`config.mk`:
```
export PLATFORM = sky130hd
export DESIGN_NAME = ctom_ram
export DESIGN_NICKNAME = d
export VERILOG_FILES = /design/src/design/ctom_ram.sv
export SDC_FILE = /design/constraint.sdc
export NUM_CORES = 2
export LEC_CHECK = 0
export ABC_AREA = 0
export BUFFER_PORTS_ARGS = -buffer_cell sky130_fd_sc_hd__clkbuf_2
export CORE_MARGIN = 3
export CORE_UTILIZATION = 30
export DETAILED_ROUTE_END_ITERATION = 10
export MAX_ROUTING_LAYER = met4
export PLACE_DENSITY_LB_ADDON = 0.25
export SYNTH_ARGS = -nofsm -noshare
export SYNTH_HDL_FRONTEND = slang
export SYNTH_SLANG_ARGS = --single-unit
```
`constraint.sdc`:
```
create_clock -name clock -period 5.61 [get_ports clock]
set_input_delay 1.683 -clock clock [delete_from_list [all_inputs] [get_ports clock]]
set_output_delay 1.683 -clock clock [all_outputs]
set_load 0.1 [all_outputs]
```
`src/design/ctom_ram.sv`:
```
// ----------------------------------------------------------------------------
// ctom_ram
// Simple dual-port synchronous RAM, one write and one registered read port.
// ----------------------------------------------------------------------------
module ctom_ram #(
   parameter int AW = 8,
   parameter int DW = 8
) (
   input  logic          clock,
   input  logic          we,
   input  logic [AW-1:0] waddr,
   input  logic [DW-1:0] wdata,
   input  logic [AW-1:0] raddr,
   output logic [DW-1:0] rdata
);

   logic [DW-1:0] mem [2**AW];
   logic [DW-1:0] rdata_ff;

   always_ff @(posedge clock) begin
      if (we) begin
         mem[waddr] <= wdata;
      end
      rdata_ff <= mem[raddr];
   end

   assign rdata = rdata_ff;

endmodule

```
Yosys cells after proc, flatten, opt, wreduce, memory -nomap -nowiden
Memories as Yosys holds them, arrays and structs flattened. A register that Yosys moved wholly into a read port is not among the register bits.
Index checks and enable logic that the tools add are counted.
{"block": "classes", "n_mux": 2}
{"operator": "$mux 1", "n": 2}
{"block": "totals", "reg_bits": 0, "ram_bits": 2048, "memories": 1}
{"name": "mem", "depth": 256, "word_bits": 8, "rd": 1, "rd_clocked_by_memory_dff": 1, "write_ports": 1, "line": "17", "rtl": "logic [DW-1:0] mem [2**AW];"}

Depth between registers and ports, before layout
{"block": "depth", "word_depth": 2, "mapped_depth": 11}

Worst setup path before layout
OpenSTA, ideal clock, no wires.
{"block": "synth_timing", "path_type": "input-to-reg", "start": "in raddr[0]", "end": "reg rdata_ff[2] (netlist: rdata[2]) (read register of mem)", "setup_time_ps": 131, "arrival_ps": 3490, "setup_slack_ps": 1989, "cell_stages": 9, "path_cell_list": "buf_6 -> buf_12 -> buf_8 -> buf_2 -> mux4_2 -> a22oi_1 -> a21oi_1 -> nor4_1 -> nor4_2"}
{"element": "start, declared", "line": "13", "rtl": "input logic [AW-1:0] raddr,"}
{"element": "end, declared", "line": "18", "rtl": "logic [DW-1:0] rdata_ff;"}

==> impl_results.md <==
* Via/cell ratio at about 5.1
* Worst EP required at 6.36 ns
* CTS max path bufs at 3
* Clock slew at reported path FFs at 0.06 ns
* Drt wl/cell at roughly 28 um
* Switching Fraction at 22.1%
* First-pass GRT wire length at a little over 300 mm
* IO buf count at 33
* Yosys warnings at 0
* Number of global-route vias before repair at 40000
* DRC violations left at 0
* Crit-path max FO at 37
* P&R area growth vs syn at 15.6%
* Top_reg_cell synth: edfxtp_1
* Final setup vio count at 0
* Die area at 271000 um^2
* H-tree Lvls at 4
* HPWL after detailed placement at 134 mm
* Clock sink total at 2056
* Net Switching at 7.13 mW
* VDD IR max at roughly 0.00026 V
* Tot Pwr at around 32 mW
* Fin cells at 7705
* Int Pwr at 25.1 mW
* Synth Cell Area at 79600 um^2
* Post-synth top area share at 77.3%
* Antenna violations before repair at 9
* F_max at 214 MHz
* Global route overflow at 0
* Via count at 39100
* Worst slew pin tran at 1.40 ns
* HP Class: register to register
* Clock period minus worst slack at ~4.7 ns
* Final Cell Area at 92000 um^2
* Post-route ant nets at 0
* CP Capture Type: register
* Post-CTS setup buffers at 0
* Gpl congestion at 0.810
* Clock Latency Late Sink at 0.86 ns
* Max cap viols at 0
* Ports at 34
* Pre-Repair DR Iteration Count at 6
* Initial Utilization at between 30% and 40%
* Clk pwr share at a little over two fifths
* Final wirelength at 217 mm
* PostCTS Resize Cnt at 0
* Clock Skew at 0.0665 ns
* CP Class: primary input to register
* Final worst path period share at 83.3%
* Leakage at between 20 and 30 nW
* Die W at 521 um
* Arrival @ worst endpoint at between 5 and 6 ns
* Sequential share of power at approximately 53%
* Core Area at roughly 260000 um^2
* Gr usage total at 16.2%
* Post-DP Area at approximately 85000 um^2
* Setup repair after global routing missed its margin: no
* Clock root buffer: clkbuf_16
* Inst Count DP at 7323
* Register area share after synthesis at ~78%
* Yosys top cell by area: edfxtp_1
* Final hold viol count at 0
* 1st-iter DRT viols at 4033
* Relative slew slack at under 10%
* Main area contributors after synthesis: edfxtp_1 (77%), mux4_2 (13%), mux2i_1 (1.7%)
* Final #Nets at 4047
* Fraction of layout cells with a size suffix above 1 at between 20% and 30%
* Combinational share of power at 5.3%
* Synth Instances at 3733
* Vert. Die Dim at ~520 um
* Max-slew violations at 0
* Startpoint Class: primary input
* Mapped Avg Cell Area at 21.3 um^2
* CTS tree: done
* Largest net degree at the start of global routing at between 100 and 150
* Number of flops mapped to enable cells by yosys at 2048
* CTS Buf Count at 211
* Yosys cell types at 55
* Placement Rows at 188
* Synthesized Nets at about 3800
* Seq cells post-synth at 2056
* Cell area power density at 351 nW/um^2
* Final TNS setup at 0 ns
* Post-CTS Hold Fix Bufs at 0
* Post-synth ARST share at 0%
* Status: finished, final reports clean
==> metrics by stage <==
stage	hold WS (ns)	worst slack, ns	utilization (%)
6_report	1.07	0.937	34.9
5_1_grt	1.18	0.951	34.9
4_1_cts	1.07	1.15	34.9
3_5_place_dp	1.06	0.291	32.4
3_3_place_gp	1.08	0.276	32.4
2_1_floorplan	0.770	1.99	-
==> worst max-delay path, stage by stage <==
cell,delay [ns]
buf_8,0.44
buf_12,0.27
buf_12,0.20
buf_4,0.30
mux2i_1,0.27
o22ai_1,0.11
o21ai_0,0.37
nand3_1,0.14
nor4_1,1.19
buf_4,0.26
nor4_1,0.04
==> power groups by stage <==
stage / sequential (mW) / combinational, mW / clock, mW
6_report: 17.0 / 1.70 / 13.6
5_1_grt: 17.0 / 1.79 / 14.5
4_1_cts: 17.0 / 1.73 / 13.9
2_1_floorplan: 17.4 / 0.823 / 0
3_3_place_gp: 17.3 / 1.71 / 0
3_5_place_dp: 17.3 / 1.73 / 0
==> cell families after synthesis <==
group | Yosys count | share of synthesized area (%)
buffers and inverters | 235 | 1.83
flip-flops | 2056 | 77.5
AND/OR/NAND/NOR | 466 | 2.63
AO/OA/AOI/OAI | 385 | 3.42
multiplexers | 591 | 14.6
==> layout make-up <==
| cell class | count | area [um^2] |
|---|---|---|
| clock buffer | 262 | 5520 |
| clock inverter | 118 | 1130 |
| tap | 3515 | 4400 |
| timing repair buffer | 308 | 2750 |
| fill | 24400 | 171000 |
| inverter | 2 | 7.51 |
| antenna | 2 | 5.00 |
| sequential | 2056 | 61700 |
| multi-input combinational | 1442 | 16500 |
==> sequential cells by signal, summed over array words and instances, names as in the netlist <==
name and count:
rdata 8, mem 2048
==> final timing paths <==
| path | depth (start not counted) | slack, ns | start | end |
|---|---|---|---|---|
| worst max-delay path | 11 | 0.94 | raddr[0] | rdata[1] |
| worst min-delay path | 6 | 1.07 | mem[32][5] | rdata[5] |
| worst max register to register | 6 | 2.59 | mem[14][1] | rdata[1] |
| worst min register to register | 6 | 1.07 | mem[32][5] | rdata[5] |
==> cell usage after synthesis, drive strengths merged (2+ instances only) <==
master and number:
a2111oi 5, a211oi 16, a21oi 96, a221oi 14
a22o 8, a22oi 133, a311oi 2, a31oi 2
and2 6, and3b 2, buf 122, clkbuf 111
dfxtp 8, edfxtp 2048, mux2i 134, mux4 456
nand2 33, nand2b 8, nand3 34, nand3b 2
nand4 10, nor2 282, nor2b 31, nor3 22
nor4 27, o211ai 10, o21ai 12, o221ai 47
o22a 5, o22ai 28, o32ai 5, or2 4
==> layer usage <==
layer  share of wire, %  GRT usage [%]  up-vias
met4                2.2           3.91        0
met1                 44           22.3    21300
met2                 48           25.6     1145
li1                   -              -    16300
met5                  0              -        -
met3                5.1           2.32      283
==> placed cells by master (no fill, tap or decap), types with 31 or more instances in the layout <==
cell type	count
nand2_1	33
mux2i_1	134
clkinv_2	33
a21oi_1	96
a22oi_1	133
o221ai_1	46
nand3_1	31
buf_4	244
edfxtp_1	2048
clkinv_1	53
mux4_2	454
nor2_1	279
clkbuf_1	48
buf_12	33
clkbuf_16	213
(Power assumes the default switching activity.)
