===== src/design/ctom_pkg.sv =====
// ----------------------------------------------------------------------------
// ctom_pkg
// Shared constants and codes for the chunked tile occupancy map.
// ----------------------------------------------------------------------------
package ctom_pkg;

   localparam int MAX_SIDE   = 256;
   localparam int CHUNK_SIDE = 16;

   localparam int SIDE_W   = $clog2(MAX_SIDE);
   localparam int CHUNK_W  = $clog2(CHUNK_SIDE);
   localparam int GRID_W   = SIDE_W - CHUNK_W;
   localparam int TILE_AW  = 2 * SIDE_W;
   localparam int CHUNK_AW = 2 * GRID_W;
   localparam int OCC_W    = 2 * CHUNK_W + 1;
   localparam int VER_W    = 32;
   localparam int DIM_W    = 9;
   localparam int POS_W    = 10;
   localparam int AREA_W   = 9;
   localparam int COUNT_W  = 17;
   localparam int TILE_DW  = 3;
   localparam int CHUNK_DW = OCC_W + VER_W;

   localparam logic [2:0] FN_WRITE_KIND = 3'd0;
   localparam logic [2:0] FN_WRITE_MARK = 3'd1;
   localparam logic [2:0] FN_READ_TILE  = 3'd2;
   localparam logic [2:0] FN_READ_VER   = 3'd3;
   localparam logic [2:0] FN_COUNT      = 3'd4;

   localparam logic [1:0] KIND_NONE = 2'd0;
   localparam logic [1:0] KIND_ROCK = 2'd2;

   localparam logic CSR_MAP_WIDTH  = 1'b0;
   localparam logic CSR_MAP_HEIGHT = 1'b1;

   typedef struct packed {
      logic                we;
      logic [TILE_AW-1:0]  waddr;
      logic [TILE_DW-1:0]  wdata;
      logic [TILE_AW-1:0]  raddr;
   } tile_port_type;

   typedef struct packed {
      logic                we;
      logic [CHUNK_AW-1:0] waddr;
      logic [CHUNK_DW-1:0] wdata;
      logic [CHUNK_AW-1:0] raddr;
   } chunk_port_type;

endpackage


===== src/design/ctom_ctrl.sv =====
// ----------------------------------------------------------------------------
// ctom_ctrl
// Sequencer: clearing sweep, read-modify-write of tile and chunk entries,
// region walk over chunks and tiles, and the result register.
// ----------------------------------------------------------------------------
module ctom_ctrl import ctom_pkg::*; (
   input  logic                clock,
   input  logic                reset,
   input  logic                req_valid,
   output logic                req_stall,
   input  logic [2:0]          req_func,
   input  logic signed [POS_W-1:0] req_pos_x,
   input  logic signed [POS_W-1:0] req_pos_y,
   input  logic [1:0]          req_kind,
   input  logic                req_mark_value,
   input  logic [AREA_W-1:0]   req_area_width,
   input  logic [AREA_W-1:0]   req_area_height,
   input  logic [GRID_W-1:0]   req_chunk_col,
   input  logic [GRID_W-1:0]   req_chunk_row,
   output logic                rsp_valid,
   input  logic                rsp_stall,
   output logic                rsp_tile_valid,
   output logic [1:0]          rsp_tile_kind,
   output logic                rsp_tile_marked,
   output logic [COUNT_W-1:0]  rsp_region_count,
   output logic [VER_W-1:0]    rsp_chunk_version_out,
   output logic [VER_W-1:0]    rsp_global_version,
   input  logic                csr_wen,
   input  logic                csr_index,
   input  logic [DIM_W-1:0]    csr_wdata,
   output tile_port_type       tile_port,
   input  logic [TILE_DW-1:0]  tile_rdata,
   output chunk_port_type      chunk_port,
   input  logic [CHUNK_DW-1:0] chunk_rdata
);

   typedef enum logic [3:0] {
      S_CLEAR, S_IDLE, S_ISSUE, S_EXEC, S_CRD, S_CEVAL, S_TRD, S_TACC, S_DONE
   } state_type;

   state_type state_ff, state_in;
   logic [TILE_AW-1:0] clr_ff, clr_in;
   logic [DIM_W-1:0] mapw_ff, mapw_in, maph_ff, maph_in;
   logic [VER_W-1:0] gver_ff, gver_in;

   logic [2:0] func_ff, func_in;
   logic signed [POS_W-1:0] x_ff, x_in, y_ff, y_in;
   logic [1:0] kind_ff, kind_in;
   logic mark_ff, mark_in;
   logic [AREA_W-1:0] aw_ff, aw_in, ah_ff, ah_in;
   logic [GRID_W-1:0] ccol_ff, ccol_in, crow_ff, crow_in;

   logic [DIM_W-1:0] left_ff, left_in, right_ff, right_in;
   logic [DIM_W-1:0] top_ff, top_in, bottom_ff, bottom_in;
   logic [GRID_W-1:0] cx_ff, cx_in, cy_ff, cy_in;
   logic [SIDE_W-1:0] tx_ff, tx_in, ty_ff, ty_in, tx0_ff, tx0_in;
   logic [DIM_W-1:0] txe_ff, txe_in, tye_ff, tye_in;
   logic [COUNT_W-1:0] total_ff, total_in;

   logic res_tv_ff, res_tv_in, res_tm_ff, res_tm_in;
   logic [1:0] res_tk_ff, res_tk_in;
   logic [VER_W-1:0] res_ver_ff, res_ver_in;

   logic rsp_valid_ff, rsp_valid_in;
   logic rsp_tv_ff, rsp_tv_in, rsp_tm_ff, rsp_tm_in;
   logic [1:0] rsp_tk_ff, rsp_tk_in;
   logic [COUNT_W-1:0] rsp_cnt_ff, rsp_cnt_in;
   logic [VER_W-1:0] rsp_cver_ff, rsp_cver_in, rsp_gver_ff, rsp_gver_in;

   logic [DIM_W-1:0] eff_w, eff_h;
   logic on_map;
   logic signed [11:0] lx, ly, rx, ry, ew, eh, rclip, bclip;
   logic [DIM_W-1:0] x0, y0, x0e, y0e, x1, y1, rm1, bm1, tx_nx, ty_nx;
   logic [OCC_W-1:0] occ;
   logic [VER_W-1:0] cver;
   logic [1:0] old_kind;
   logic old_mark;
   logic full_in_region;
   logic last_chunk;

   always_comb begin
      eff_w = (mapw_ff > DIM_W'(MAX_SIDE)) ? DIM_W'(MAX_SIDE) : mapw_ff;
      eff_h = (maph_ff > DIM_W'(MAX_SIDE)) ? DIM_W'(MAX_SIDE) : maph_ff;
      on_map = !x_ff[POS_W-1] && !y_ff[POS_W-1] &&
               (x_ff[DIM_W-1:0] < eff_w) && (y_ff[DIM_W-1:0] < eff_h);
      lx = x_ff[POS_W-1] ? 12'sd0 : $signed({2'b00, x_ff});
      ly = y_ff[POS_W-1] ? 12'sd0 : $signed({2'b00, y_ff});
      rx = $signed({{2{x_ff[POS_W-1]}}, x_ff}) + $signed({3'b000, aw_ff});
      ry = $signed({{2{y_ff[POS_W-1]}}, y_ff}) + $signed({3'b000, ah_ff});
      ew = $signed({3'b000, eff_w});
      eh = $signed({3'b000, eff_h});
      rclip = (rx < ew) ? rx : ew;
      bclip = (ry < eh) ? ry : eh;
      x0 = {1'b0, cx_ff, {CHUNK_W{1'b0}}};
      y0 = {1'b0, cy_ff, {CHUNK_W{1'b0}}};
      x0e = x0 + DIM_W'(CHUNK_SIDE);
      y0e = y0 + DIM_W'(CHUNK_SIDE);
      x1 = (x0e < eff_w) ? x0e : eff_w;
      y1 = (y0e < eff_h) ? y0e : eff_h;
      rm1 = right_ff - 1'b1;
      bm1 = bottom_ff - 1'b1;
      tx_nx = {1'b0, tx_ff} + 1'b1;
      ty_nx = {1'b0, ty_ff} + 1'b1;
      occ = chunk_rdata[CHUNK_DW-1:VER_W];
      cver = chunk_rdata[VER_W-1:0];
      old_kind = tile_rdata[1:0];
      old_mark = tile_rdata[2];
      full_in_region = (left_ff <= x0) && (top_ff <= y0) &&
                       (right_ff >= x1) && (bottom_ff >= y1);
      last_chunk = (cx_ff == rm1[SIDE_W-1:CHUNK_W]) && (cy_ff == bm1[SIDE_W-1:CHUNK_W]);
   end

   always_comb begin
      state_in = state_ff;   clr_in = clr_ff;
      mapw_in = mapw_ff;     maph_in = maph_ff;     gver_in = gver_ff;
      func_in = func_ff;     x_in = x_ff;           y_in = y_ff;
      kind_in = kind_ff;     mark_in = mark_ff;
      aw_in = aw_ff;         ah_in = ah_ff;
      ccol_in = ccol_ff;     crow_in = crow_ff;
      left_in = left_ff;     right_in = right_ff;
      top_in = top_ff;       bottom_in = bottom_ff;
      cx_in = cx_ff;         cy_in = cy_ff;
      tx_in = tx_ff;         ty_in = ty_ff;         tx0_in = tx0_ff;
      txe_in = txe_ff;       tye_in = tye_ff;       total_in = total_ff;
      res_tv_in = res_tv_ff; res_tk_in = res_tk_ff; res_tm_in = res_tm_ff;
      res_ver_in = res_ver_ff;
      rsp_valid_in = rsp_valid_ff;
      rsp_tv_in = rsp_tv_ff; rsp_tk_in = rsp_tk_ff; rsp_tm_in = rsp_tm_ff;
      rsp_cnt_in = rsp_cnt_ff; rsp_cver_in = rsp_cver_ff; rsp_gver_in = rsp_gver_ff;

      tile_port.we    = 1'b0;
      tile_port.waddr = clr_ff;
      tile_port.wdata = '0;
      tile_port.raddr = {ty_ff, tx_ff};
      chunk_port.we    = 1'b0;
      chunk_port.waddr = clr_ff[CHUNK_AW-1:0];
      chunk_port.wdata = {{OCC_W{1'b0}}, VER_W'(1)};
      chunk_port.raddr = {cy_ff, cx_ff};

      if (rsp_valid_ff && !rsp_stall) begin
         rsp_valid_in = 1'b0;
      end

      unique case (state_ff)
         S_CLEAR: begin
            tile_port.we = 1'b1;
            chunk_port.we = (clr_ff[TILE_AW-1:CHUNK_AW] == '0);
            gver_in = '0;
            clr_in = clr_ff + 1'b1;
            if (&clr_ff) begin
               state_in = S_IDLE;
            end
         end
         S_IDLE: begin
            if (req_valid) begin
               func_in = req_func;         x_in = req_pos_x;    y_in = req_pos_y;
               kind_in = req_kind;         mark_in = req_mark_value;
               aw_in = req_area_width;     ah_in = req_area_height;
               ccol_in = req_chunk_col;    crow_in = req_chunk_row;
               state_in = S_ISSUE;
            end
         end
         S_ISSUE: begin
            tile_port.raddr = {y_ff[SIDE_W-1:0], x_ff[SIDE_W-1:0]};
            chunk_port.raddr = (func_ff == FN_READ_VER) ? {crow_ff, ccol_ff} :
                               {y_ff[SIDE_W-1:CHUNK_W], x_ff[SIDE_W-1:CHUNK_W]};
            res_tv_in = 1'b0; res_tk_in = KIND_NONE; res_tm_in = 1'b0;
            res_ver_in = '0;  total_in = '0;
            if (func_ff == FN_COUNT) begin
               left_in = lx[DIM_W-1:0];     right_in = rclip[DIM_W-1:0];
               top_in = ly[DIM_W-1:0];      bottom_in = bclip[DIM_W-1:0];
               cx_in = lx[SIDE_W-1:CHUNK_W];
               cy_in = ly[SIDE_W-1:CHUNK_W];
               state_in = (lx >= rclip || ly >= bclip) ? S_DONE : S_CRD;
            end else begin
               state_in = S_EXEC;
            end
         end
         S_EXEC: begin
            tile_port.waddr = {y_ff[SIDE_W-1:0], x_ff[SIDE_W-1:0]};
            chunk_port.waddr = {y_ff[SIDE_W-1:CHUNK_W], x_ff[SIDE_W-1:CHUNK_W]};
            case (func_ff)
               FN_WRITE_KIND: begin
                  if (kind_ff <= KIND_ROCK && on_map && old_kind != kind_ff) begin
                     tile_port.we = 1'b1;
                     tile_port.wdata = {1'b0, kind_ff};
                     chunk_port.we = 1'b1;
                     chunk_port.wdata = {occ + OCC_W'(kind_ff != KIND_NONE)
                                             - OCC_W'(old_kind != KIND_NONE),
                                         cver + 1'b1};
                     gver_in = gver_ff + 1'b1;
                  end
               end
               FN_WRITE_MARK: begin
                  if (on_map && old_mark != mark_ff) begin
                     tile_port.we = 1'b1;
                     tile_port.wdata = {mark_ff, old_kind};
                     chunk_port.we = 1'b1;
                     chunk_port.wdata = {occ, cver + 1'b1};
                     gver_in = gver_ff + 1'b1;
                  end
               end
               FN_READ_TILE: begin
                  if (on_map) begin
                     res_tv_in = 1'b1; res_tk_in = old_kind; res_tm_in = old_mark;
                  end
               end
               FN_READ_VER: begin
                  if ({1'b0, ccol_ff, {CHUNK_W{1'b0}}} < eff_w &&
                      {1'b0, crow_ff, {CHUNK_W{1'b0}}} < eff_h) begin
                     res_ver_in = cver;
                  end
               end
               default: ;
            endcase
            state_in = S_DONE;
         end
         S_CRD: begin
            state_in = S_CEVAL;
         end
         S_CEVAL: begin
            if (occ != '0 && !full_in_region) begin
               tx_in = (left_ff > x0) ? left_ff[SIDE_W-1:0] : x0[SIDE_W-1:0];
               tx0_in = (left_ff > x0) ? left_ff[SIDE_W-1:0] : x0[SIDE_W-1:0];
               ty_in = (top_ff > y0) ? top_ff[SIDE_W-1:0] : y0[SIDE_W-1:0];
               txe_in = (right_ff < x1) ? right_ff : x1;
               tye_in = (bottom_ff < y1) ? bottom_ff : y1;
               state_in = S_TRD;
            end else begin
               if (occ != '0) begin
                  total_in = total_ff + COUNT_W'(occ);
               end
               if (last_chunk) begin
                  state_in = S_DONE;
               end else if (cx_ff != rm1[SIDE_W-1:CHUNK_W]) begin
                  cx_in = cx_ff + 1'b1;
                  state_in = S_CRD;
               end else begin
                  cx_in = left_ff[SIDE_W-1:CHUNK_W];
                  cy_in = cy_ff + 1'b1;
                  state_in = S_CRD;
               end
            end
         end
         S_TRD: begin
            state_in = S_TACC;
         end
         S_TACC: begin
            total_in = total_ff + COUNT_W'(old_kind != KIND_NONE);
            if (tx_nx < txe_ff) begin
               tx_in = tx_nx[SIDE_W-1:0];
               state_in = S_TRD;
            end else if (ty_nx < tye_ff) begin
               tx_in = tx0_ff;
               ty_in = ty_nx[SIDE_W-1:0];
               state_in = S_TRD;
            end else if (last_chunk) begin
               state_in = S_DONE;
            end else if (cx_ff != rm1[SIDE_W-1:CHUNK_W]) begin
               cx_in = cx_ff + 1'b1;
               state_in = S_CRD;
            end else begin
               cx_in = left_ff[SIDE_W-1:CHUNK_W];
               cy_in = cy_ff + 1'b1;
               state_in = S_CRD;
            end
         end
         S_DONE: begin
            if (!rsp_valid_ff || !rsp_stall) begin
               rsp_valid_in = 1'b1;
               rsp_tv_in = res_tv_ff; rsp_tk_in = res_tk_ff; rsp_tm_in = res_tm_ff;
               rsp_cnt_in = (func_ff == FN_COUNT) ? total_ff : '0;
               rsp_cver_in = res_ver_ff;
               rsp_gver_in = gver_ff;
               state_in = S_IDLE;
            end
         end
         default: state_in = S_IDLE;
      endcase

      if (csr_wen) begin
         if (csr_index == CSR_MAP_WIDTH) begin
            mapw_in = csr_wdata;
         end else begin
            maph_in = csr_wdata;
         end
         clr_in = '0;
         state_in = S_CLEAR;
      end
   end

   always_ff @(posedge clock) begin
      if (reset) begin
         state_ff <= S_CLEAR;
         clr_ff <= '0;
         mapw_ff <= DIM_W'(MAX_SIDE);
         maph_ff <= DIM_W'(MAX_SIDE);
         gver_ff <= '0;
         total_ff <= '0;
         rsp_valid_ff <= 1'b0;
      end else begin
         state_ff <= state_in;
         clr_ff <= clr_in;
         mapw_ff <= mapw_in;
         maph_ff <= maph_in;
         gver_ff <= gver_in;
         total_ff <= total_in;
         rsp_valid_ff <= rsp_valid_in;
      end
      func_ff <= func_in;     x_ff <= x_in;         y_ff <= y_in;
      kind_ff <= kind_in;     mark_ff <= mark_in;
      aw_ff <= aw_in;         ah_ff <= ah_in;
      ccol_ff <= ccol_in;     crow_ff <= crow_in;
      left_ff <= left_in;     right_ff <= right_in;
      top_ff <= top_in;       bottom_ff <= bottom_in;
      cx_ff <= cx_in;         cy_ff <= cy_in;
      tx_ff <= tx_in;         ty_ff <= ty_in;       tx0_ff <= tx0_in;
      txe_ff <= txe_in;       tye_ff <= tye_in;
      res_tv_ff <= res_tv_in; res_tk_ff <= res_tk_in; res_tm_ff <= res_tm_in;
      res_ver_ff <= res_ver_in;
      rsp_tv_ff <= rsp_tv_in; rsp_tk_ff <= rsp_tk_in; rsp_tm_ff <= rsp_tm_in;
      rsp_cnt_ff <= rsp_cnt_in; rsp_cver_ff <= rsp_cver_in; rsp_gver_ff <= rsp_gver_in;
   end

   assign req_stall = (state_ff != S_IDLE);
   assign rsp_valid = rsp_valid_ff;
   assign rsp_tile_valid = rsp_tv_ff;
   assign rsp_tile_kind = rsp_tk_ff;
   assign rsp_tile_marked = rsp_tm_ff;
   assign rsp_region_count = rsp_cnt_ff;
   assign rsp_chunk_version_out = rsp_cver_ff;
   assign rsp_global_version = rsp_gver_ff;

   // tile updates bump the global version by exactly one
   a_gver_bump: assert property (@(posedge clock) disable iff (reset)
      (state_ff == S_EXEC && tile_port.we && !csr_wen) |=> gver_ff == $past(gver_ff) + 1'b1)
      else $error("global version not bumped on tile update");

   a_we_states: assert property (@(posedge clock) disable iff (reset)
      tile_port.we |-> (state_ff == S_CLEAR || state_ff == S_EXEC))
      else $error("tile write outside clear or update");

   a_total_bound: assert property (@(posedge clock) disable iff (reset)
      total_ff <= COUNT_W'(MAX_SIDE * MAX_SIDE))
      else $error("region total out of range");

   a_done_load: assert property (@(posedge clock) disable iff (reset)
      (state_ff == S_DONE && (!rsp_valid_ff || !rsp_stall) && !csr_wen)
         |=> (rsp_valid_ff && state_ff == S_IDLE))
      else $error("finished item not delivered to result register");

endmodule


===== config.mk =====
export PLATFORM = sky130hd
export DESIGN_NAME = ctom_ctrl
export DESIGN_NICKNAME = d
export VERILOG_FILES = /design/src/design/ctom_pkg.sv /design/src/design/ctom_ctrl.sv
export SDC_FILE = /design/constraint.sdc
export NUM_CORES = 1
export LEC_CHECK = 0
export ABC_AREA = 1
export BUFFER_PORTS_ARGS = -buffer_cell sky130_fd_sc_hd__buf_4
export CAP_MARGIN = 20
export CORE_ASPECT_RATIO = 1.4
export CORE_MARGIN = 4
export CORE_UTILIZATION = 63
export CTS_BUF_LIST = sky130_fd_sc_hd__clkbuf_8
export CTS_CLUSTER_SIZE = 12
export DETAILED_ROUTE_END_ITERATION = 7
export PLACE_DENSITY = 0.86
export SLEW_MARGIN = 10
export SYNTH_ARGS = -nofsm -noshare
export SYNTH_HDL_FRONTEND = slang
export SYNTH_SLANG_ARGS = --single-unit

===== constraint.sdc =====
create_clock -name clock -period 16.9 [get_ports clock]
set_clock_uncertainty 0.15 [all_clocks]
set_input_delay 5.07 -clock clock [delete_from_list [all_inputs] [get_ports clock]]
set_output_delay 5.07 -clock clock [all_outputs]
set_load 0.01 [all_outputs]

After elaboration in Yosys (flattened, before gate mapping) --
Cells that the tools add are included. W data, S select, Z words.
Word-level totals: bits of input ports 111, register bits 347, output and inout port bits 181
Cells by class: reductions and logical operators 46, add/sub/neg operators 17, eq/ne operators 36, order comparisons 23, bitwise operators 1, mux-type cells 82
Operators by type and width (count):
- $pmux W32 S2 | 3
- $mux W32 | 4
- $mux W4 | 21
- $mux W41 | 2
- $pmux W41 S2 | 1
- $mux W8 | 10
- $lt A9 B9 Y1 | 8
- $mux W9 | 8
- $add A32 B1 Y32 const B | 2
- $pmux W17 S3 | 1
- $mux W49 | 1
- $pmux W4 S9 | 1
- $mux W17 | 2
- $pmux W8 S2 | 2
- $ne A2 B2 Y1 const B | 13
- $ge A10 B12 Y1 | 2
- $mux W12 | 2
- $pmux W4 S3 | 2
- $add A10 B10 Y11 | 2
- $lt A11 B10 Y1 | 2
- $mux W19 | 1
- $add A8 B1 Y9 const B | 2
- $add A8 B5 Y9 const B | 2
- $ge A9 B9 Y1 | 2
- other kinds (50) | 109

Longest topological paths before layout --
Gate-level depths: netlist (run 1).
word-level depth 11, mapped depth 35

Worst setup path before layout (run 1) --
No wires, ideal clock.
kind in2out, start point input tile_rdata[0], end point output chunk_port[46] (netlist bit), path buffers 0, slack 4.727 ns, stages 13, arrival time 6.953 ns, path through inv_1 nand2_1 ha_1 inv_1 ha_1 fa_1 a21oi_1 o21bai_1 a21oi_1 o21ai_0 or2_2 nand3_1 a21oi_1
RTL lines:
- start, declared | RTL line ctom_ctrl.sv:32 | input logic [TILE_DW-1:0] tile_rdata,
- end, declared | RTL line ctom_ctrl.sv:33 | output chunk_port_type chunk_port,

==> results.py, run 1 <==
metrics = {
    "clock_network": {
        "insertion_delay_ps": 630,
        "max-clock-path-buffers": 3,
        "cts_tree": "built",
        "post_cts_resize_count": 0,
        "post_cts_hold_buffer_count": 0,
        "ctsHtreeMaxLevel": 2,
        "cts_post_setup_buffers_inserted": 0,
        "cts_buffers": 52,
        "clock_sink_count": 347,
        "clk_transition_reported_paths_ps": 60,
        "clockRootBuffer": "clkbuf_8",
    },
    "layout": {
        "layout-area-overhead-vs-synth_pct": 18.81,
        "final_core_density": 0.7576,
        "antennaDiodeCount": 0,
        "fillerInstances": 2371,
        "nets": 3023,
        "layout.cells.non_filler": 3234,
        "drive_gt1_frac": 0.1589,
    },
    "synthesis": {
        "ys_seq_elements": 347,
        "postSynth.asyncResetShare": 0,
        "post_synth_num_cell_types": 54,
        "netlist_top_cells_area": "edfxtp_1, ha_1, nand2_1",
        "postSynth.topFlopCell": "edfxtp_1",
        "yosysTopAreaCellShare": 0.3764,
        "avgSynthCellArea_um2": 8.416,
        "synth_enable_flop_cells": 259,
        "synthesis.area_um2": 20660,
        "synth-warning-count": 0,
        "syn_nets": 2728,
        "synth-seq-area-share": 0.4617,
        "yosysTopAreaCell": "edfxtp_1",
        "synthesis.instances": 2455,
    },
    "global_route": {
        "globalRouteOverflowTotal": 0,
        "grt.total_usage": 0.3185,
        "pin_count_of_the_biggest_net_entering_global_routing": 89,
        "number_of_global_route_vias_before_repair": 18430,
        "global_route_wire_length_before_repair_mm": 92.03,
        "grt_antenna_before_repair": 0,
    },
    "setup_path": {
        "critPathLaunchType": "input pin",
        "cpMaxStageDelayCell": "o21ai_4",
        "rrSetupSlack_ps": 11230,
        "timing.critical_path.to_type": "output pin",
        "crit_chain": "buf_4 -> inv_1 -> a21oi_1 -> o22ai_1 -> nand2_2 -> o21ai_4 -> nand2_2 -> inv_1 -> buf_4",
        "path_delay_family": "compound AO/OA/AOI/OAI gates",
        "cp.arrival_ps": 7560,
        "critPathKind": "in -> out",
        "number_of_cells_on_the_worst_reg_to_reg_path": 20,
        "crit_path_max_fanout": 33,
        "timing.critical_path.slowest_cell_delay_ps": 750,
        "critical_path_cell_count": 9,
        "worst-path-buf-inv": 4,
        "required_ps": 11680,
    },
    "pwr": {
        "cell_internal_pwr_mw": 1.424,
        "power_density_nw_per_um2": 74.50,
        "ir_drop_mv": 0.07886,
        "seq_power_share": 0.499,
        "sw_frac_of_total": 0.2215,
        "static_leak_nw": 10.42,
        "net-switching-power_uw": 405.1,
        "share_comb_of_total_power": 0.058,
        "power.total_mw": 1.829,
        "p_clk_frac": 0.443,
    },
    "sta": {
        "setup_viol": 0,
        "worst_hold_slack_ps": 270.5,
        "timing_max_transition_violations_final": 0,
        "maxSlewHeadroom": 0.2738,
        "tightestPinTransition_ps": 1086,
        "rsz0062_at_grt": "no",
        "period_share": 0.7560,
        "timing.final.hold_violations": 0,
        "timing.fmax_mhz": 78.27,
        "totalNegativeSetupSlack_ps": 0,
        "period_needed_ps": 12780,
    },
    "run": {
        "timing.max_cap.violations": 0,
    },
    "drt": {
        "num_vias": 18620,
        "drt-vias-per-instance": 5.756,
        "detail-route-antenna-nets": 0,
        "wirelength_mm": 58.84,
        "drt-initial-drc-count": 1507,
        "wl_per_cell_um": 18.19,
        "drc_violation_count_after_routing": 0,
        "drt_first_pass_iters": 8,
    },
    "worst_hold_path": {
        "min_delay_path_depth": 0,
        "worstHoldPathType": "reg -> reg",
    },
    "placement": {
        "placed_cells": 3131,
        "place.gp.congestion": 1.011,
        "dp_hpwl_mm": 45.18,
        "place.port_buffers": 291,
    },
    "floorplan": {
        "die_height_um": 222.3,
        "pin_count": 292,
        "start_util": 0.6377,
        "core_region_area_um2": 32400,
        "rows": 78,
        "design.die.area_um2": 35800,
        "floorplan.die.width_um": 161.1,
    },
    "status": {
        "result_of_the_run": "complete, no violations",
    },
}
logic make-up after synthesis:
| logic type | share of synthesized area |
|---|---|
| compound gates | 0.1090 |
| xor+xnor | 0.03645 |
| fa+ha+maj | 0.09955 |
| buf+inv | 0.07085 |
| flops | 0.4617 |
| simple gates | 0.2225 |
final cells by class:
class / instances / area (um2) / area share
inverter: 304 / 1141 / 0.04648
multi-input combinational: 1740 / 9689 / 0.3947
clock buffer: 68 / 935.9 / 0.03812
tap: 440 / 550.5 / 0.02243
sequential: 347 / 9539 / 0.3886
timing repair buffer: 305 / 2364 / 0.09628
clock inverter: 30 / 329.1 / 0.01340
cell usage after synthesis (all sizes together) (8+ instances only):
master / count
nand3: 106
edfxtp: 259
nor4: 13
buf: 23
clkbuf: 41
nand2: 498
nand3b: 8
nor2: 331
nor3b: 8
inv: 304
xor2: 66
dfxtp: 88
xnor2: 20
o21a: 8
nor3: 62
ha: 158
o211ai: 10
o21ai: 182
a21oi: 175
nand4: 42
path summary, 6_finish.rpt:
check,start,endpoint
hold reg to reg,res_ver_ff[12]$_SDFFCE_PN0P_,rsp_chunk_version_out[12]$_DFFE_PP_
setup / recovery,tile_rdata[1],tile_port[35]
setup reg to reg,mapw_ff[5]$_SDFFE_PP0P_,cy_ff[3]$_DFFE_PP_
hold / removal,res_ver_ff[12]$_SDFFCE_PN0P_,rsp_chunk_version_out[12]$_DFFE_PP_
power by group through the flow:
stage	clock network, mW	registers, mW	logic, mW
global route	0.861	0.912	0.118
global placement	0	0.931	0.0983
CTS	0.818	0.913	0.104
finish	0.811	0.913	0.106
floorplan	0	0.930	0.0596
detailed placement	0	0.931	0.103
stage by stage:
step / setup slack [ps] / instance area (um2)
after floorplan: 4727 / 20660
after global placement: 4332 / 23170
after detailed placement: 4203 / 23170
after CTS: 4175 / 24440
after global routing: 3977 / 24550
final: 4123 / 24550
worst register-to-register path: stages, from the launching register on:
cell	delay, ps
dfxtp_1	340
nor4_1	280
nand3_1	140
nand2_1	110
nand2_1	210
ha_1	390
nand4_1	130
o221a_2	270
nand2_1	330
o21ai_1	160
ha_1	340
nand2_1	100
nor2_1	170
nand3b_1	90
and3_1	370
nand2_1	180
nand4_1	170
nand3_2	180
nand2_1	290
nor3_1	670
o21a_1	320
placed cells by master (no fill, tap or decap), types with 57 or more instances in the layout:
cell type	instances
buf_4	300
xor2_1	66
clkbuf_8	68
nor2_1	316
nand2_1	494
a21oi_1	175
dfxtp_1	88
inv_1	306
edfxtp_1	259
nor3_1	57
nand3_1	104
ha_1	158
o21ai_0	173
flip-flops by register name, indices dropped and copies added (netlist names), 10 cells and up:
register               flops
rsp_global_version        32
total_ff                  17
res_ver_ff                32
clr_ff                    16
y_ff                      10
x_ff                      10
rsp_region_count          17
gver_ff                   32
rsp_chunk_version_out     32
routing by layer:
layer / vias to the layer above / share of wire / global-route usage
met3: 251 / 0.073 / 0.04936
met2: 927 / 0.51 / 0.5729
met4: 0 / 0.065 / 0.1836
met5: - / 0 / 0
met1: 8564 / 0.36 / 0.3560
li1: 8873 / - / -
(Power assumes the default switching activity.)
==> inputs of run 2 (changes only) <==
- CORE_UTILIZATION: 63 -> 60
- PLACE_DENSITY: 0.86 -> 0.82
- clock period: 16.9 -> 12.9 ns (I/O delays scaled with it)
==> results.py, run 2 (synthesis gave the netlist of run 1 again) <==
metrics = {
    "setup_path": {
        "required_ps": 8880,
        "critPathLaunchType": "input pin",
        "timing.critical_path.to_type": "output pin",
        "critPathKind": "in -> out",
        "crit_path_max_fanout": 33,
        "cp.arrival_ps": 6290,
    },
    "layout": {
        "layout-area-overhead-vs-synth_pct": 17.77,
        "final_core_density": 0.7150,
        "drive_gt1_frac": 0.1535,
        "final_common_cell": "nand2_1",
        "mostFrequentLayoutCells": "nand2_1, nor2_1, inv_1",
        "fillerInstances": 2678,
        "layout.cell_area.non_filler_um2": 24330,
        "nets": 3021,
    },
    "clock_network": {
        "max-clock-path-buffers": 3,
        "post_cts_resize_count": 0,
        "insertion_delay_ps": 610,
        "clockRootBuffer": "clkbuf_8",
        "clock_sink_count": 347,
        "clk_transition_reported_paths_ps": 60,
        "cts_tree": "built",
        "post_cts_hold_buffer_count": 0,
        "cts_post_setup_buffers_inserted": 0,
        "cts_buffers": 51,
        "ctsHtreeMaxLevel": 2,
    },
    "drt": {
        "wl_per_cell_um": 17.79,
        "num_vias": 18320,
        "drt-vias-per-instance": 5.653,
        "detail-route-antenna-nets": 0,
        "drt_first_pass_iters": 6,
        "wirelength_mm": 57.65,
        "drc_violation_count_after_routing": 0,
        "drt-initial-drc-count": 1398,
    },
    "global_route": {
        "pin_count_of_the_biggest_net_entering_global_routing": 86,
        "global_route_wire_length_before_repair_mm": 89.11,
        "grt_antenna_before_repair": 1,
        "globalRouteOverflowTotal": 0,
        "number_of_global_route_vias_before_repair": 18030,
        "grt.total_usage": 0.2984,
    },
    "sta": {
        "timing.fmax_mhz": 96.95,
        "period_share": 0.7996,
        "timing_max_transition_violations_final": 0,
        "setup_viol": 0,
        "rsz0062_at_grt": "no",
        "totalNegativeSetupSlack_ps": 0,
        "worst_slack_setup_final_ps": 2585,
        "timing.final.hold_violations": 0,
        "maxSlewHeadroom": 0.2457,
        "period_needed_ps": 10310,
        "tightestPinTransition_ps": 1128,
    },
    "pwr": {
        "ir_drop_mv": 0.09423,
        "power.total_mw": 2.236,
        "static_leak_nw": 10.32,
        "power_density_nw_per_um2": 91.89,
    },
    "floorplan": {
        "die_height_um": 227.6,
        "pin_count": 292,
        "rows": 80,
        "core_region_area_um2": 34030,
        "design.die.area_um2": 37510,
        "floorplan.die.width_um": 164.8,
        "start_util": 0.6071,
    },
    "placement": {
        "place.port_buffers": 291,
        "place.gp.congestion": 0.9770,
        "dp_hpwl_mm": 44.55,
        "preCtsSetupSlack_ps": 2645,
        "dpl_cell_area_um2": 23190,
    },
    "status": {
        "result_of_the_run": "complete, no violations",
    },
    "run": {
        "timing.max_cap.violations": 0,
    },
    "worst_hold_path": {
        "worstHoldPathType": "reg -> reg",
    },
}
==> run 2: cell count changes in the layout (fill, tap and decap cells not counted), moves of 2 or more <==
cell and delta:
bufinv_16 -4, clkbuf_8 -8, clkinv_1 +6, clkinv_2 -2, inv_1 +5
==> run 2: cell type report <==
cell class / count / area (um2) / share of cell area
Antenna cell: 1 / 2.502 / 0.0001028
Tap cell: 451 / 564.3 / 0.02319
Multi-Input combinational cell: 1740 / 9689 / 0.3982
Inverter: 304 / 1141 / 0.04689
Timing Repair Buffer: 304 / 2342 / 0.09626
Clock buffer: 60 / 825.8 / 0.03394
Sequential cell: 347 / 9539 / 0.3920
Clock inverter: 34 / 229.0 / 0.009410
==> run 2: stage by stage <==
stage	cells	hold WS (ps)
floorplan	2455	250.3
global placement	3142	250.4
detailed placement	3142	254.5
CTS	3236	268.6
global route	3241	274.4
finish	3241	268.1
==> run 2: path summary, 6_finish.rpt <==
kind / to / depth (start not counted) / from / slack [ps]
setup reg to reg: cy_ff[2]$_DFFE_PP_ / 21 / mapw_ff[4]$_SDFFE_PP0P_ / 7250
hold / removal: rsp_chunk_version_out[16]$_DFFE_PP_ / 0 / res_ver_ff[16]$_SDFFCE_PN0P_ / 270
hold reg to reg: rsp_chunk_version_out[16]$_DFFE_PP_ / 0 / res_ver_ff[16]$_SDFFCE_PN0P_ / 270
setup / recovery: tile_port[35] / 9 / tile_rdata[1] / 2590
==> run 2: worst max-delay path: stages <==
cell and delay [ps]:
buf_4 120, inv_1 110, a21oi_1 90, o22ai_1 240, nand2_2 150, o21ai_4 700
nand2_2 600, inv_1 260, buf_4 160
==> run 2: where the power goes <==
group          total, mW  leakage, nW  switching [mW]  internal (mW)
sequential          1.20         3.10         0.00347           1.19
combinational      0.138         6.62          0.0820         0.0556
clock              0.903        0.599           0.418          0.485
==> run 2: layer usage <==
layer | share of wire | track usage | wire length (um)
met1 | 0.38 | 0.3480 | 21630
met2 | 0.51 | 0.5260 | 29130
met3 | 0.064 | 0.03876 | 3665
met4 | 0.056 | 0.1715 | 3220
met5 | 0 | 0 | 0
